===== src/hw/rtl/biu_pkg.sv =====
package biu_pkg;

   // configuration port
   localparam int CSR_IDX_W  = 2;
   localparam int CSR_DATA_W = 9;
   localparam logic [CSR_IDX_W-1:0] REG_IN_WIDTH  = 2'd0;
   localparam logic [CSR_IDX_W-1:0] REG_IN_HEIGHT = 2'd1;
   localparam logic [CSR_IDX_W-1:0] REG_SCALE     = 2'd2;

   // request kinds
   localparam logic FUNC_LOAD    = 1'b0;
   localparam logic FUNC_COMPUTE = 1'b1;

   // sequencing
   localparam int CNT_W       = 5;
   localparam int QUO_W       = 15;  // quotient bits of a Q2.14 weight magnitude
   localparam int COORD_W     = 11;
   localparam int COORD_STEPS = 11;
   localparam int WGT_READS   = 8;
   localparam int TAP_COUNT   = 16;

   // arithmetic
   localparam int WT_W     = 16;
   localparam int TAP_W    = 14;
   localparam int ACC_W    = 45;
   localparam int ACC_FRAC = 28;

   typedef enum logic [3:0] {
      ST_IDLE,
      ST_BLD_MUL1,
      ST_BLD_MUL2,
      ST_BLD_NUM,
      ST_BLD_PREP,
      ST_BLD_DIV,
      ST_BLD_WR,
      ST_COORD,
      ST_CHECK,
      ST_WGT,
      ST_TAP,
      ST_DRAIN1,
      ST_DRAIN2,
      ST_FIN
   } state_type;

   typedef struct packed {
      logic       accept;
      logic       bld_start;
      logic       bld_mul1;
      logic       bld_mul2;
      logic       bld_num;
      logic       bld_prep;
      logic       bld_div;
      logic       bld_wr;
      logic       coord_step;
      logic       check;
      logic       wgt_issue;
      logic       tap_issue;
      logic       out_load;
      logic [3:0] idx;
   } cmd_type;

   typedef struct packed {
      logic bld_last;
      logic oor;
      logic rsp_busy;
   } sts_type;

endpackage


===== src/hw/rtl/biu_ctrl.sv =====
module biu_ctrl
   import biu_pkg::*;
(
   input  logic                 clock,
   input  logic                 reset,
   input  logic                 req_valid,
   input  logic                 req_func,
   output logic                 req_stall,
   input  logic                 csr_we,
   input  logic [CSR_IDX_W-1:0] csr_index,
   input  sts_type              sts,
   output cmd_type              cmd
);

   state_type        state_ff, state_in;
   logic [CNT_W-1:0] cnt_ff, cnt_in;
   logic             rebuild_ff, rebuild_in;
   logic             rebuild_clr;

   // state, step counter and table rebuild flag
   always_ff @(posedge clock) begin
      if (reset) begin
         state_ff   <= ST_IDLE;
         cnt_ff     <= '0;
         rebuild_ff <= 1'b1;
      end else begin
         state_ff   <= state_in;
         cnt_ff     <= cnt_in;
         rebuild_ff <= rebuild_in;
      end
   end

   // next state and commands
   always_comb begin
      state_in    = state_ff;
      cnt_in      = cnt_ff;
      cmd         = '0;
      cmd.idx     = cnt_ff[3:0];
      rebuild_clr = 1'b0;
      req_stall   = 1'b1;
      case (state_ff)
         ST_IDLE: begin
            req_stall = rebuild_ff;
            if (rebuild_ff) begin
               cmd.bld_start = 1'b1;
               rebuild_clr   = 1'b1;
               state_in      = ST_BLD_MUL1;
            end else if (req_valid) begin
               cmd.accept = 1'b1;
               if (req_func == FUNC_COMPUTE) begin
                  cnt_in   = '0;
                  state_in = ST_COORD;
               end
            end
         end
         ST_BLD_MUL1: begin
            cmd.bld_mul1 = 1'b1;
            state_in     = ST_BLD_MUL2;
         end
         ST_BLD_MUL2: begin
            cmd.bld_mul2 = 1'b1;
            state_in     = ST_BLD_NUM;
         end
         ST_BLD_NUM: begin
            cmd.bld_num = 1'b1;
            state_in    = ST_BLD_PREP;
         end
         ST_BLD_PREP: begin
            cmd.bld_prep = 1'b1;
            cnt_in       = '0;
            state_in     = ST_BLD_DIV;
         end
         ST_BLD_DIV: begin
            cmd.bld_div = 1'b1;
            cnt_in      = cnt_ff + 1'b1;
            if (cnt_ff == CNT_W'(QUO_W - 1)) begin
               state_in = ST_BLD_WR;
            end
         end
         ST_BLD_WR: begin
            cmd.bld_wr = 1'b1;
            state_in   = sts.bld_last ? ST_IDLE : ST_BLD_MUL1;
         end
         ST_COORD: begin
            cmd.coord_step = 1'b1;
            cnt_in         = cnt_ff + 1'b1;
            if (cnt_ff == CNT_W'(COORD_STEPS - 1)) begin
               state_in = ST_CHECK;
            end
         end
         ST_CHECK: begin
            cmd.check = 1'b1;
            cnt_in    = '0;
            state_in  = sts.oor ? ST_FIN : ST_WGT;
         end
         ST_WGT: begin
            cmd.wgt_issue = 1'b1;
            cnt_in        = cnt_ff + 1'b1;
            if (cnt_ff == CNT_W'(WGT_READS - 1)) begin
               cnt_in   = '0;
               state_in = ST_TAP;
            end
         end
         ST_TAP: begin
            cmd.tap_issue = 1'b1;
            cnt_in        = cnt_ff + 1'b1;
            if (cnt_ff == CNT_W'(TAP_COUNT - 1)) begin
               state_in = ST_DRAIN1;
            end
         end
         ST_DRAIN1: begin
            state_in = ST_DRAIN2;
         end
         ST_DRAIN2: begin
            state_in = ST_FIN;
         end
         ST_FIN: begin
            if (!sts.rsp_busy) begin
               cmd.out_load = 1'b1;
               state_in     = ST_IDLE;
            end
         end
         default: begin
            state_in = ST_IDLE;
         end
      endcase
      rebuild_in = (rebuild_ff & ~rebuild_clr) | (csr_we & (csr_index == REG_SCALE));
   end

endmodule


===== config.mk =====
export PLATFORM = sky130hd
export DESIGN_NAME = biu_ctrl
export DESIGN_NICKNAME = d
export VERILOG_FILES = /design/src/hw/rtl/biu_pkg.sv /design/src/hw/rtl/biu_ctrl.sv
export SDC_FILE = /design/constraint.sdc
export NUM_CORES = 1
export LEC_CHECK = 0
export ABC_AREA = 1
export ABC_CLOCK_PERIOD_IN_PS = 2100
export BUFFER_PORTS_ARGS = -buffer_cell sky130_fd_sc_hd__buf_4
export CAP_MARGIN = 20
export CORE_UTILIZATION = 49
export DETAILED_ROUTE_END_ITERATION = 8
export PLACE_DENSITY_LB_ADDON = 0.25
export SYNTH_ARGS = -nofsm -noshare
export SYNTH_HDL_FRONTEND = slang
export SYNTH_SLANG_ARGS = --single-unit

===== constraint.sdc =====
create_clock -name clock -period 2.1 [get_ports clock]
set_clock_uncertainty 0.05 [all_clocks]
set_input_delay 0.315 -clock clock [delete_from_list [all_inputs] [get_ports clock]]
set_output_delay 0.315 -clock clock [all_outputs]
set_load 0.01 [all_outputs]

==> summary.txt, run 1 <==
Synthesis
  – Post-synth top area share: 0.231
  – Netlist cell types: 22
  – Async S/R FF share, synth: 0
  – Yosys top cell by area: dfxtp_1
  – Avg Cell Area, Syn: 5.68 um2
  – Synth warn: 0
  – Most used DFF post-synth: dfxtp_1
  – Syn_nets: between 150 and 200
  – Post-synth top cells: nand2_1 (45), nor2_1 (33), inv_1 (19)
  – Cell count after synthesis: ~150
  – Most numerous cell in the Yosys netlist: nand2_1
  – Synthesized flop and latch total: 10
  – Synth top area cells: dfxtp_1 (23%), nand2_1 (19%), nor2_1 (14%)
  – Seq/Total Area, Yosys: 0.231
  – Post-synth EDFFs: 0
  – Synth Cell Area: ~870 um2

Pwr
  – P_leak: around 0.62 nW
  – Final Total Pwr: between 0.001 and 0.0015 W
  – Power per cell area: 1050 nW/um2
  – Peak supply drop: 0.000739 V

Finish
  – Layout Cells excl Fill: 194
  – Ant diodes: 0
  – Share of cells above drive strength 1: 0.219
  – Final instance area: 1080 um2
  – Nets: about 190
  – Area Growth Syn to Fin: 24.6%

Placed design
  – # placed instances: 190
  – Pre-CTS setup slack: ~0.35 ns
  – Final Wtd Congestion: 0.895
  – Hpwl dp: approximately 1.7 mm
  – Buffers on Ports: 27
  – DP Area: between 1000 and 1500 um2

Clock network
  – Root Driver: clkbuf_4
  – CTS Buf Count: 3
  – Max Root-Sink Buffers: 2
  – Post-CTS sizing: 0
  – # H-tree levels: 1
  – Setup Fix Bufs, Post-CTS: 0
  – Sink Count: 10
  – CTS tree: done
  – Clock Latency Late Sink: 0.27 ns
  – Reg clk slew, reported paths: roughly 0.07 ns
  – Cts hold-fix bufs: 0

Detailed routing
  – ANT nets after route: 0
  – Total number of vias: between 1k and 1.5k
  – Via/cell ratio: 5.23
  – Initial DRC Count: 42
  – DRT Wirelength: between 2 and 2.5 mm
  – Wirelength per Cell: 11.2 um
  – Remaining routing DRC violations: 0
  – First-pass iteration count of the detailed router: 7

Critical path
  – CP Launch Point: cnt_ff[1]
  – CP startpoint kind: register
  – Worst-path cell chain: ha_1 -> nand2_1 -> nor2_1 -> ha_1 -> nand3b_1 -> nand3_1 -> nor2_2 -> nand2_1 -> nand2_1 -> nor2_1
  – R2r endpoint: state_ff[0]
  – CP arrival: between 1.5 and 2 ns
  – Worst R2R Path Depth: 10
  – CP max-delay cell: dfxtp_1
  – Max stage delay on crit path: 0.41 ns
  – Setup slack, reg-to-reg: around 0.33 ns
  – Most frequent CP cell: nand2_1
  – Critical path required time: 2.22 ns
  – Crit Path Category: register to register
  – Critical Path Fanout Max: 5
  – Launch point of the worst reg-to-reg path: cnt_ff[1]
  – Crit. End Element: register

Timing
  – Fmax achieved: between 500 and 600 MHz
  – Finish-stage setup viols: 0
  – Pins Over Slew Limit: 0
  – Fin worst setup slack: roughly 0.33 ns
  – Unrepaired setup endpoints after global routing: false
  – Tightest Pin Transition: roughly 0.38 ns
  – Slew HR: 0.746
  – Final period util: 0.845
  – Final hold vios: 0
  – Setup TNS: 0 ns
  – Tmin final: between 1.5 and 2 ns

Die
  – Core area: approximately 1600 um2
  – Die Y: 44.1 um
  – Die area: roughly 1900 um2
  – I/O pins: 28
  – Initial core utilization: 0.551
  – Die Wd: between 40 and 50 um
  – Site row count: 14

Run
  – Maxcap violations: 0

Run status
  – Status: complete, no violations

Global route
  – Initial antenna violation count: 0
  – Global-route wire length before repair: about 3.6 mm
  – Vias in the first global route: 916
  – Gr ovfl total: 0
  – Largest net degree at the start of global routing: 10
  – Total GRT Usage: 0.247

Hold path
  – HP Class: primary input to register
  – Worst hold path endpoint: state_ff[0]
  – Hold path depth: 2
  – Hold path start: reset
## stage by stage
step,hold WS [ns],utilization
2_1_floorplan,0.424,-
3_3_place_gp,0.452,0.663
3_5_place_dp,0.472,0.663
4_1_cts,0.225,0.687
5_1_grt,0.238,0.687
6_report,0.231,0.687
## cell type report
type                       count  area, um2
multi-input combinational    116        544
sequential                    10        200
fill                         151        494
clock buffer                   4       36.3
inverter                      21       78.8
timing repair buffer          27        203
tap                           16       20.0
## per-layer routing
layer | global-route usage | up-vias | wire, um
met4 | 0.127 | 0 | 9
met5 | 0 | - | 0
met2 | 0.388 | 39 | 1010
met3 | 0.0245 | 2 | 137
met1 | 0.336 | 451 | 1020
li1 | - | 523 | -
## flip-flops by register name, indices dropped and copies added, names as in the netlist
name        flops
cnt_ff          5
state_ff        4
rebuild_ff      1
## critical path, delay by kind of cell (launching register included)
kind	cells	cell delay, ns
adders and majority gates	2	0.37
DFF	1	0.41
and+or+nand+nor	8	0.83
## worst max-delay path by stage
stage	endpoint	slack (ns)
global placement	state_ff[3]	0.49
floorplan	state_ff[0]	0.57
finish	state_ff[0]	0.33
global route	state_ff[3]	0.19
CTS	state_ff[0]	0.34
detailed placement	state_ff[0]	0.35
## cells in the final DEF (no fill, tap or decap), drive strengths merged
| cell type | n |
|---|---|
| ha | 3 |
| nand2 | 46 |
| dfxtp | 10 |
| o22ai | 1 |
| clkbuf | 4 |
| nor3 | 2 |
| inv | 21 |
| o211ai | 1 |
| a211oi | 1 |
| nand3b | 2 |
| nand3 | 6 |
| a21oi | 6 |
| buf | 27 |
| xor2 | 2 |
| o21ai | 6 |
| nor2 | 38 |
| nand4 | 2 |
## report_power, final
| group | internal (W) | switching, W |
|---|---|---|
| registers | 0.000231 | 0.0000681 |
| clock network | 0.000105 | 0.0000714 |
| logic | 0.000249 | 0.000407 |
## logic make-up after synthesis
kind of cell	Yosys count	share of synthesized area
AO/OA/AOI/OAI	15	0.0937
XOR/XNOR	2	0.0202
adder cells (fa/ha/maj)	3	0.0432
buffers and inverters	27	0.143
flip-flops	10	0.231
AND/OR/NAND/NOR	96	0.470
(Power assumes the default switching activity.)
==> run 2, diff against run 1 <==
--- a/config.mk
+++ b/config.mk
@@ -6,10 +6,10 @@
 export NUM_CORES = 1
 export LEC_CHECK = 0
 export ABC_AREA = 1
-export ABC_CLOCK_PERIOD_IN_PS = 2100
+export ABC_CLOCK_PERIOD_IN_PS = 1600
 export BUFFER_PORTS_ARGS = -buffer_cell sky130_fd_sc_hd__buf_4
 export CAP_MARGIN = 20
-export CORE_UTILIZATION = 49
+export CORE_UTILIZATION = 45
 export DETAILED_ROUTE_END_ITERATION = 8
 export PLACE_DENSITY_LB_ADDON = 0.25
 export SYNTH_ARGS = -nofsm -noshare
==> constraint.sdc (replaced) <==
create_clock -name clock -period 1.6 [get_ports clock]
set_clock_uncertainty 0.05 [all_clocks]
set_input_delay 0.24 -clock clock [delete_from_list [all_inputs] [get_ports clock]]
set_output_delay 0.24 -clock clock [all_outputs]
set_load 0.01 [all_outputs]
==> run 2 against run 1 <==
The flow now finishes with violations (setup timing). Design area increased by 17%. Largest power group unchanged. Via count increased by 5.6%. Setup slack got worse by 0.35 ns. Register-to-register slack got worse by 0.31 ns.
==> summary.txt, run 2 (synthesis gave the netlist of run 1 again) <==
Pwr
  – Pint: 0.000895 W (+53%)
  – Psw: 0.000816 W (+49%)
  – P_leak: 0.709 nW (+14%)
  – Power share of the clock group: 0.140 (-0.016)
  – Fraction of power consumed by combinational cells: 0.634 (+0.054)
  – Power per cell area: 1350 nW/um2 (+29%)
  – Peak supply drop: 0.000948 V (+28%)
  – Sw frac: 0.477 (-0.00551)
  – Reg power frac: 0.227 (-0.037)

Hold path
  – Hold path depth: 2 (unchanged)
  – HP Class: primary input to register
  – Hold path start: reset
  – Worst hold path endpoint: state_ff[2]

Finish
  – Area Growth Syn to Fin: 46.3%
  – Final instance area: 1270 um2 (+17%)
  – Reg with most FFs: cnt_ff
  – Fillcell total: 155 (+2.6%)
  – Biggest registers after layout: cnt_ff (5), state_ff (4), rebuild_ff (1)
  – Most frequent cells in the layout: nand2_1 (41), buf_4 (36), nor2_1 (28), inv_1 (17)
  – Nets: 202 (+5.2%)
  – Ant diodes: 0 (unchanged)
  – Max reg flops: 5 (unchanged)
  – Share of cells above drive strength 1: 0.383 (+0.164)
  – Fin util: 0.720 (+0.0333)
  – Commonest non-fill, non-tap cell in the layout: nand2_1

Critical path
  – Worst R2R Path Depth: 9 (-1)
  – R2r endpoint: state_ff[2]
  – Critical Path Fanout Max: 6 (+1)
  – Critical path required time: 1.31 ns (-0.91 ns)
  – Setup slack, reg-to-reg: 0.02 ns (-0.31 ns)
  – CP startpoint kind: register
  – Launch point of the worst reg-to-reg path: cnt_ff[1]
  – CP arrival: 1.33 ns (-0.56 ns)
  – CP Launch Point: state_ff[1]
  – Crit. End Element: output pin
  – Crit Path Category: register to output pin

Detailed routing
  – Remaining routing DRC violations: 0 (unchanged)
  – DRT Wirelength: 2.56 mm (+18%)
  – Initial DRC Count: 45 (+7.1%)
  – Total number of vias: 1072 (+5.6%)
  – Via/cell ratio: 5.03 (-3.8%)
  – First-pass iteration count of the detailed router: 4 (-3)
  – Wirelength per Cell: 12.0 um (+7.5%)
  – ANT nets after route: 0 (unchanged)

Die
  – Die Y: 45.9 um (+4.2%)
  – I/O pins: 28 (unchanged)
  – Core area: 1760 um2 (+12%)
  – Die area: 2110 um2 (+8.5%)
  – Die Wd: 45.9 um (+4.2%)
  – Initial core utilization: 0.492 (-0.0586)
  – Site row count: 15 (+1)

Timing
  – Unrepaired setup endpoints after global routing: true
  – Finish-stage setup viols: 2 (+2)
  – Tightest Pin Transition: 0.246 ns (-0.133 ns)
  – Slew HR: 0.835 (+0.0887)
  – Pins Over Slew Limit: 0 (unchanged)
  – Fin worst setup slack: -0.0231 ns (-0.348 ns)
  – Final period util: 1.01
  – Tmin final: 1.62 ns
  – Final hold vios: 0 (unchanged)
  – Fmax achieved: ~620 MHz

Placed design
  – Final Wtd Congestion: 0.912 (+1.9%)
  – DP Area: 1120 um2 (+6.8%)
  – Hpwl dp: 1.79 mm (+3.2%)
  – Buffers on Ports: 27 (unchanged)

Clock network
  – CTS Buf Count: 3 (unchanged)
  – Clock Latency Late Sink: 0.27 ns (about the same)
  – Root Driver: clkbuf_4
  – CTS tree: done
  – Cts hold-fix bufs: 0 (unchanged)
  – # H-tree levels: 1 (unchanged)
  – Sink Count: 10 (unchanged)
  – Max Root-Sink Buffers: 2 (unchanged)
  – Reg clk slew, reported paths: 0.07 ns (about the same)

Run
  – Maxcap violations: 0 (unchanged)

Global route
  – Total GRT Usage: 0.246 (-0.00109)
  – Gr ovfl total: 0 (unchanged)
  – Vias in the first global route: 866 (-5.5%)
  – Global-route wire length before repair: 3.65 mm (+0.77%)
  – Initial antenna violation count: 0 (unchanged)
  – Largest net degree at the start of global routing: 10 (unchanged)

Run status
  – Failing checks: setup timing
  – Status: complete, but fails checks
run 2: changes by cell type in the layout (fill, tap and decap cells not counted), moves of 4 or more:
cell | previous run | this run
nor2_1 | 33 | 28
buf_4 | 27 | 36
nand2_1 | 45 | 41
dfxtp_2 | 0 | 5
dfxtp_1 | 10 | 5
run 2: layout make-up:
class / instances / area (um2) / share of cell area
Multi-Input combinational cell: 116 / 633 / 0.499
Timing Repair Buffer: 37 / 282 / 0.222
Sequential cell: 10 / 206 / 0.163
Inverter: 21 / 81.3 / 0.0640
Clock buffer: 4 / 36.3 / 0.0286
Tap cell: 25 / 31.3 / 0.0246
run 2: critical path: stages (launching register included):
cell	delay, ns
dfxtp_2	0.41
inv_2	0.09
nor2_1	0.22
nand2_1	0.16
inv_1	0.08
buf_4	0.11
run 2: worst max path at each step:
stage                       end  cells after the start
finish                   cmd[5]                      5
global route        state_ff[0]                     11
CTS                     cmd[16]                      4
detailed placement  state_ff[0]                     12
global placement    state_ff[0]                     10
floorplan           state_ff[0]                     10
run 2: repair_timing:
action	in CTS	in global routing
buffers inserted	2	0
resized for setup	3	28
setup endpoints to repair	8	20
cloned	0	0
endpoints found under the hold margin	0	0
pin swaps	2	13
run 2: stage by stage:
step	cells	setup TNS [ns]	hold WS (ns)	total power [W]	setup WS [ns]
2_1_floorplan	153	0	0.349	0.00101	0.0700
3_3_place_gp	207	0	0.441	0.00130	0.0696
3_5_place_dp	207	-0.0358	0.439	0.00131	-0.0142
4_1_cts	213	0	0.148	0.00160	0.00728
5_1_grt	213	-0.360	0.133	0.00183	-0.0693
6_report	213	-0.0294	0.144	0.00171	-0.0231
run 2: metal layers:
layer | share of wire | routed length, um | global-route usage
met1 | 0.43 | 1110 | 0.326
met2 | 0.48 | 1230 | 0.375
met3 | 0.066 | 170 | 0.0556
met4 | 0.020 | 51 | 0.112
met5 | 0 | 0 | 0
run 2: power groups by stage:
stage               clock, W  sequential, W  combinational [W]
floorplan                  0       0.000355           0.000654
global route        0.000255       0.000391            0.00118
detailed placement         0       0.000374           0.000939
CTS                 0.000235       0.000371           0.000993
global placement           0       0.000372           0.000929
finish              0.000239       0.000388            0.00108
==> run 3, diff against run 2 <==
--- a/config.mk
+++ b/config.mk
@@ -5,11 +5,11 @@
 export SDC_FILE = /design/constraint.sdc
 export NUM_CORES = 1
 export LEC_CHECK = 0
-export ABC_AREA = 1
-export ABC_CLOCK_PERIOD_IN_PS = 1600
+export ABC_CLOCK_PERIOD_IN_PS = 1400
 export BUFFER_PORTS_ARGS = -buffer_cell sky130_fd_sc_hd__buf_4
 export CAP_MARGIN = 20
-export CORE_UTILIZATION = 45
+export CORE_MARGIN = 3
+export CORE_UTILIZATION = 44
 export DETAILED_ROUTE_END_ITERATION = 8
 export PLACE_DENSITY_LB_ADDON = 0.25
 export SYNTH_ARGS = -nofsm -noshare
==> constraint.sdc (replaced) <==
create_clock -name clock -period 1.4 [get_ports clock]
set_clock_uncertainty 0.05 [all_clocks]
set_input_delay 0.21 -clock clock [delete_from_list [all_inputs] [get_ports clock]]
set_output_delay 0.21 -clock clock [all_outputs]
set_load 0.01 [all_outputs]
==> run 3 against run 2 <==
The flow now stops in global routing (5_1_grt). Area after synthesis is 3.2% lower. Synthesized cell count is 26% lower.
==> summary.txt, run 3 <==
Synthesis
  – Synth warn: 0 (unchanged)
  – Avg Cell Area, Syn: 7.44 um2 (+31%)
  – Syn_nets: 126 (-24%)
  – Seq/Total Area, Yosys: 0.238 (+0.00755)
  – Cell count after synthesis: 113 (-26%)
  – Netlist cell types: 38 (+73%)
  – Synth top area cells: dfxtp_1 (24%), nor3_1 (5.4%), a21oi_1 (4.8%)
  – Post-synth top cells: dfxtp_1 (10), inv_1 (10), nor2_1 (10)
  – Async S/R FF share, synth: 0 (unchanged)
  – Post-synth EDFFs: 0 (unchanged)
  – Most used DFF post-synth: dfxtp_1
  – Yosys top cell by area: dfxtp_1
  – Post-synth top area share: 0.238 (+0.00755)
  – Synth Cell Area: 841 um2 (-3.2%)
  – Synthesized flop and latch total: 10 (unchanged)

Die
  – Die Wd: 49.7 um (+8.3%)
  – Initial core utilization: 0.477 (-0.0156)
  – Site row count: 15 (unchanged)
  – I/O pins: 28 (unchanged)
  – Die Y: 49.7 um (+8.3%)

Global route
  – Largest net degree at the start of global routing: 12
  – Initial antenna violation count: 0

Timing
  – GRT worst endpoint: cmd[16]
  – WEP type: top-level output

Clock network
  – Sink Count: 10 (unchanged)
  – # H-tree levels: 1 (unchanged)
  – Root Driver: clkbuf_4
  – Cts hold-fix bufs: 0 (unchanged)
  – Max Root-Sink Buffers: 2 (unchanged)
  – CTS Buf Count: 3 (unchanged)

Run status
  – Run Error: [ERROR DPL-0033] detailed placement checks failed during check placement.
  – Fail Step: global routing (5_1_grt)
  – Status: aborted with a tool error

Placed design
  – Hpwl dp: 2.16 mm (+20%)
  – DP Area: 1290 um2 (+16%)
  – Final Wtd Congestion: 0.848 (-7.0%)
  – # placed instances: 180 (-13%)
  – Buffers on Ports: 27 (unchanged)
run 3: cell count changes after synthesis, sizes merged, moves of 3 or more:
cell,before,now
nand2,46,5
nor2,38,10
inv,21,10
nor3,2,9
nand2b,0,6
o21ai,6,2
clkbuf,0,3
o21bai,0,3
run 3: kinds of logic after synthesis:
family                   count (synthesis)  synth area share
AO/OA/AOI/OAI                           30             0.262
XOR/XNOR                                 1            0.0104
adder cells (fa/ha/maj)                  3            0.0446
buffers and inverters                   20             0.113
flip-flops                              10             0.238
AND/OR/NAND/NOR                         49             0.332
run 3: repair_timing:
action,CTS
resized for setup,43
setup endpoints to repair,24
setup buffers,7
gates cloned,0
pin swaps,5
run 3: metrics by stage:
stage          utilization  setup WS [ns]
2_1_floorplan            -         -0.301
3_3_place_gp         0.734         -0.301
3_5_place_dp         0.734         -0.340
4_1_cts              0.877         -0.409
==> run 4, diff against run 3 <==
==> config.mk (replaced) <==
export PLATFORM = sky130hd
export DESIGN_NAME = biu_ctrl
export DESIGN_NICKNAME = d
export VERILOG_FILES = /design/src/hw/rtl/biu_pkg.sv /design/src/hw/rtl/biu_ctrl.sv
export SDC_FILE = /design/constraint.sdc
export NUM_CORES = 1
export LEC_CHECK = 0
export ABC_CLOCK_PERIOD_IN_PS = 1800
export BUFFER_PORTS_ARGS = -buffer_cell sky130_fd_sc_hd__buf_4
export CAP_MARGIN = 20
export CORE_AREA = 3 3 64 66
export DETAILED_ROUTE_END_ITERATION = 8
export DIE_AREA = 0 0 67 69
export PLACE_DENSITY_LB_ADDON = 0.15
export SYNTH_ARGS = -nofsm -noshare
export SYNTH_HDL_FRONTEND = slang
export SYNTH_SLANG_ARGS = --single-unit
==> constraint.sdc (replaced) <==
create_clock -name clock -period 1.8 [get_ports clock]
set_clock_uncertainty 0.05 [all_clocks]
set_input_delay 0.27 -clock clock [delete_from_list [all_inputs] [get_ports clock]]
set_output_delay 0.27 -clock clock [all_outputs]
set_load 0.01 [all_outputs]
==> run 4 against run 3 <==
The flow now finishes, with violations (setup timing). Synthesized cell count is the same. Area after synthesis stayed put.
==> summary.txt, run 4 <==
Critical path
  – CP startpoint kind: register
  – Critical path required time: approximately 1.5 ns
  – R2r endpoint: state_ff[1]
  – Crit path max-delay family: simple AND/OR/NAND/NOR gates
  – Worst-path cell chain: or4_4 -> nand2b_4 -> nor2_2 -> buf_4
  – Setup slack, reg-to-reg: around 0.06 ns
  – Worst R2R Path Depth: 6
  – Max stage delay on crit path: around 0.55 ns
  – Critical Path Fanout Max: 6
  – CP bufs+invs: 1
  – Crit Path Category: register to output pin
  – CP max-delay cell: or4_4
  – CP arrival: about 1.5 ns
  – Launch point of the worst reg-to-reg path: cnt_ff[0]
  – Crit. End Element: output pin

Synthesis
  – Post-synth EDFFs: 0 (unchanged)
  – Post-synth top area share: 0.238 (unchanged)
  – Avg Cell Area, Syn: 7.44 um2 (unchanged)
  – Synthesized flop and latch total: 10 (unchanged)
  – Cell count after synthesis: 113 (unchanged)
  – Syn_nets: 126 (unchanged)
  – Synth warn: 0 (unchanged)
  – Netlist cell types: 38 (unchanged)
  – Synth top area cells: dfxtp_1 (24%), nor3_1 (5.4%), a21oi_1 (4.8%)
  – Most used DFF post-synth: dfxtp_1
  – Yosys top cell by area: dfxtp_1
  – Seq/Total Area, Yosys: 0.238 (unchanged)
  – Synth Cell Area: 841 um2 (unchanged)
  – Async S/R FF share, synth: 0 (unchanged)
  – Post-synth top cells: dfxtp_1 (10), inv_1 (10), nor2_1 (10)

Finish
  – Most frequent cells in the layout: buf_4 (44), nor3_1 (9), nor2_1 (9), inv_1 (9)
  – Fillcell total: a little over 400
  – Max reg flops: 5
  – Share of cells above drive strength 1: 0.462
  – Reg with most FFs: cnt_ff
  – Biggest registers after layout: cnt_ff (5), state_ff (4), rebuild_ff (1)
  – Multi-input combinational cell area: just over 600 um2
  – Area Growth Syn to Fin: 62.2%
  – Sequential Area: 210 um2
  – Nets: 170
  – Ant diodes: 0
  – Commonest non-fill, non-tap cell in the layout: buf_4

Detailed routing
  – DRT Wirelength: around 2.6 mm
  – Via/cell ratio: approximately 4.8
  – ANT nets after route: 0
  – Wirelength per Cell: about 13 um
  – Remaining routing DRC violations: 0
  – Total number of vias: 970
  – Initial DRC Count: 63
  – First-pass iteration count of the detailed router: 4

Timing
  – Fin worst setup slack: -0.0315 ns
  – Tmin final: 1.83 ns
  – Pins Over Slew Limit: 0
  – Finish-stage setup viols: 1
  – Tightest Pin Transition: roughly 0.32 ns
  – Fmax achieved: approximately 550 MHz
  – Final period util: 1.02
  – Setup TNS: -0.0315 ns
  – Slew HR: 0.783
  – Final hold vios: 0
  – Unrepaired setup endpoints after global routing: true

Die
  – Die Wd: 67 um (+35%)
  – Die Y: 69 um (+39%)
  – Site row count: 22 (+7)
  – Core area: 3630 um2
  – Initial core utilization: 0.231 (-0.245)
  – I/O pins: 28 (unchanged)
  – Die area: approximately 4600 um2

Hold path
  – Hold path start: csr_index[0]
  – Worst hold path endpoint: rebuild_ff
  – Hold path depth: 2
  – HP Class: primary input to register

Pwr
  – P_leak: between 0.6 and 0.7 nW
  – Sw frac: 0.411
  – Power share of the clock group: 0.172
  – Pint: around 0.0010 W
  – Fraction of power consumed by combinational cells: 0.629
  – Psw: 0.000698 W
  – Reg power frac: 0.198
  – Power per cell area: 1250 nW/um2
  – Peak supply drop: roughly 0.00057 V

Global route
  – Total GRT Usage: 0.117
  – Initial antenna violation count: 0
  – Vias in the first global route: around 900
  – Largest net degree at the start of global routing: 15
  – Gr ovfl total: 0
  – Global-route wire length before repair: roughly 4.3 mm

Placed design
  – Hpwl dp: 2.02 mm (-6.1%)
  – Buffers on Ports: 27 (unchanged)
  – Final Wtd Congestion: 0.922 (+8.7%)
  – Pre-CTS setup slack: -0.0270 ns (+0.313 ns)

Clock network
  – Cts hold-fix bufs: 0 (unchanged)
  – Sink Count: 10 (unchanged)
  – Root Driver: clkbuf_8
  – # H-tree levels: 1 (unchanged)
  – Max Root-Sink Buffers: 2 (unchanged)
  – Clock Latency Late Sink: between 0.2 and 0.25 ns
  – CTS Buf Count: 3 (unchanged)
  – Reg clk slew, reported paths: 0.05 ns
  – CTS tree: done

Run status
  – Failing checks: setup timing
  – Status: complete, but fails checks

Run
  – Maxcap violations: 0
run 4: per-layer routing:
metal / vias up / GRT usage / part of all wire
met5: - / 0 / 0
met4: 0 / 0.0248 / 0.0030
met3: 2 / 0.0342 / 0.047
met2: 21 / 0.178 / 0.50
met1: 453 / 0.160 / 0.45
li1: 494 / - / -
run 4: power groups by stage:
stage               combinational [W]  clock [W]  sequential (W)
floorplan                    0.000568          0        0.000329
global placement             0.000948          0        0.000334
detailed placement           0.000933          0        0.000335
CTS                           0.00103   0.000301        0.000330
global route                  0.00116   0.000309        0.000347
finish                        0.00107   0.000292        0.000337
run 4: worst max-delay path by stage:
stage | startpoint | to | slack (ns) | depth (start not counted)
4_1_cts | state_ff[1] | cmd[16] | -0.08 | 5
6_report | state_ff[3] | cmd[16] | -0.03 | 4
3_3_place_gp | cnt_ff[0] | state_ff[1] | -0.000007 | 6
2_1_floorplan | cnt_ff[0] | state_ff[1] | 0.005 | 6
3_5_place_dp | cnt_ff[0] | state_ff[1] | -0.03 | 6
5_1_grt | state_ff[3] | cmd[16] | -0.07 | 4
run 4: per-stage QoR:
| step | util | std cells | instance area, um2 | power (W) | hold WS [ns] |
|---|---|---|---|---|---|
| 6_report | 0.375 | 204 | 1360 | 0.00170 | 0.188 |
| 5_1_grt | 0.375 | 204 | 1360 | 0.00181 | 0.187 |
| 4_1_cts | 0.353 | 203 | 1280 | 0.00166 | 0.183 |
| 3_5_place_dp | 0.326 | 196 | 1190 | 0.00127 | 0.438 |
| 3_3_place_gp | 0.326 | 196 | 1190 | 0.00128 | 0.433 |
| 2_1_floorplan | - | 113 | 846 | 0.000897 | 0.349 |
run 4: repair_timing:
action / 4_1_cts / 5_1_grt
buffers inserted: 3 / 1
setup endpoints to repair: 4 / 9
pin swaps: 3 / 5
gates resized for setup: 6 / 18
endpoints found under the hold margin: 0 / 0
run 4: layout make-up:
| class | instances | area share |
|---|---|---|
| flip-flops and latches | 10 | 0.154 |
| clock buffers | 4 | 0.0404 |
| well taps | 48 | 0.0440 |
| multi-input cells | 83 | 0.450 |
| inverters | 10 | 0.0275 |
| repair buffers | 49 | 0.283 |
run 4: cells by family after synthesis:
family / Yosys count / synth area share
AO/OA/AOI/OAI: 30 / 0.262
buffers and inverters: 20 / 0.113
flip-flops: 10 / 0.238
XOR/XNOR: 1 / 0.0104
adder cells (fa/ha/maj): 3 / 0.0446
AND/OR/NAND/NOR: 49 / 0.332
run 4: worst reg2reg max path, cell delays in order (launching register included):
cell and delay, ns:
dfxtp_4 0.36, ha_4 0.14, and3_4 0.19, ha_4 0.12, o32ai_2 0.07, or3_4 0.41
o311a_1 0.29
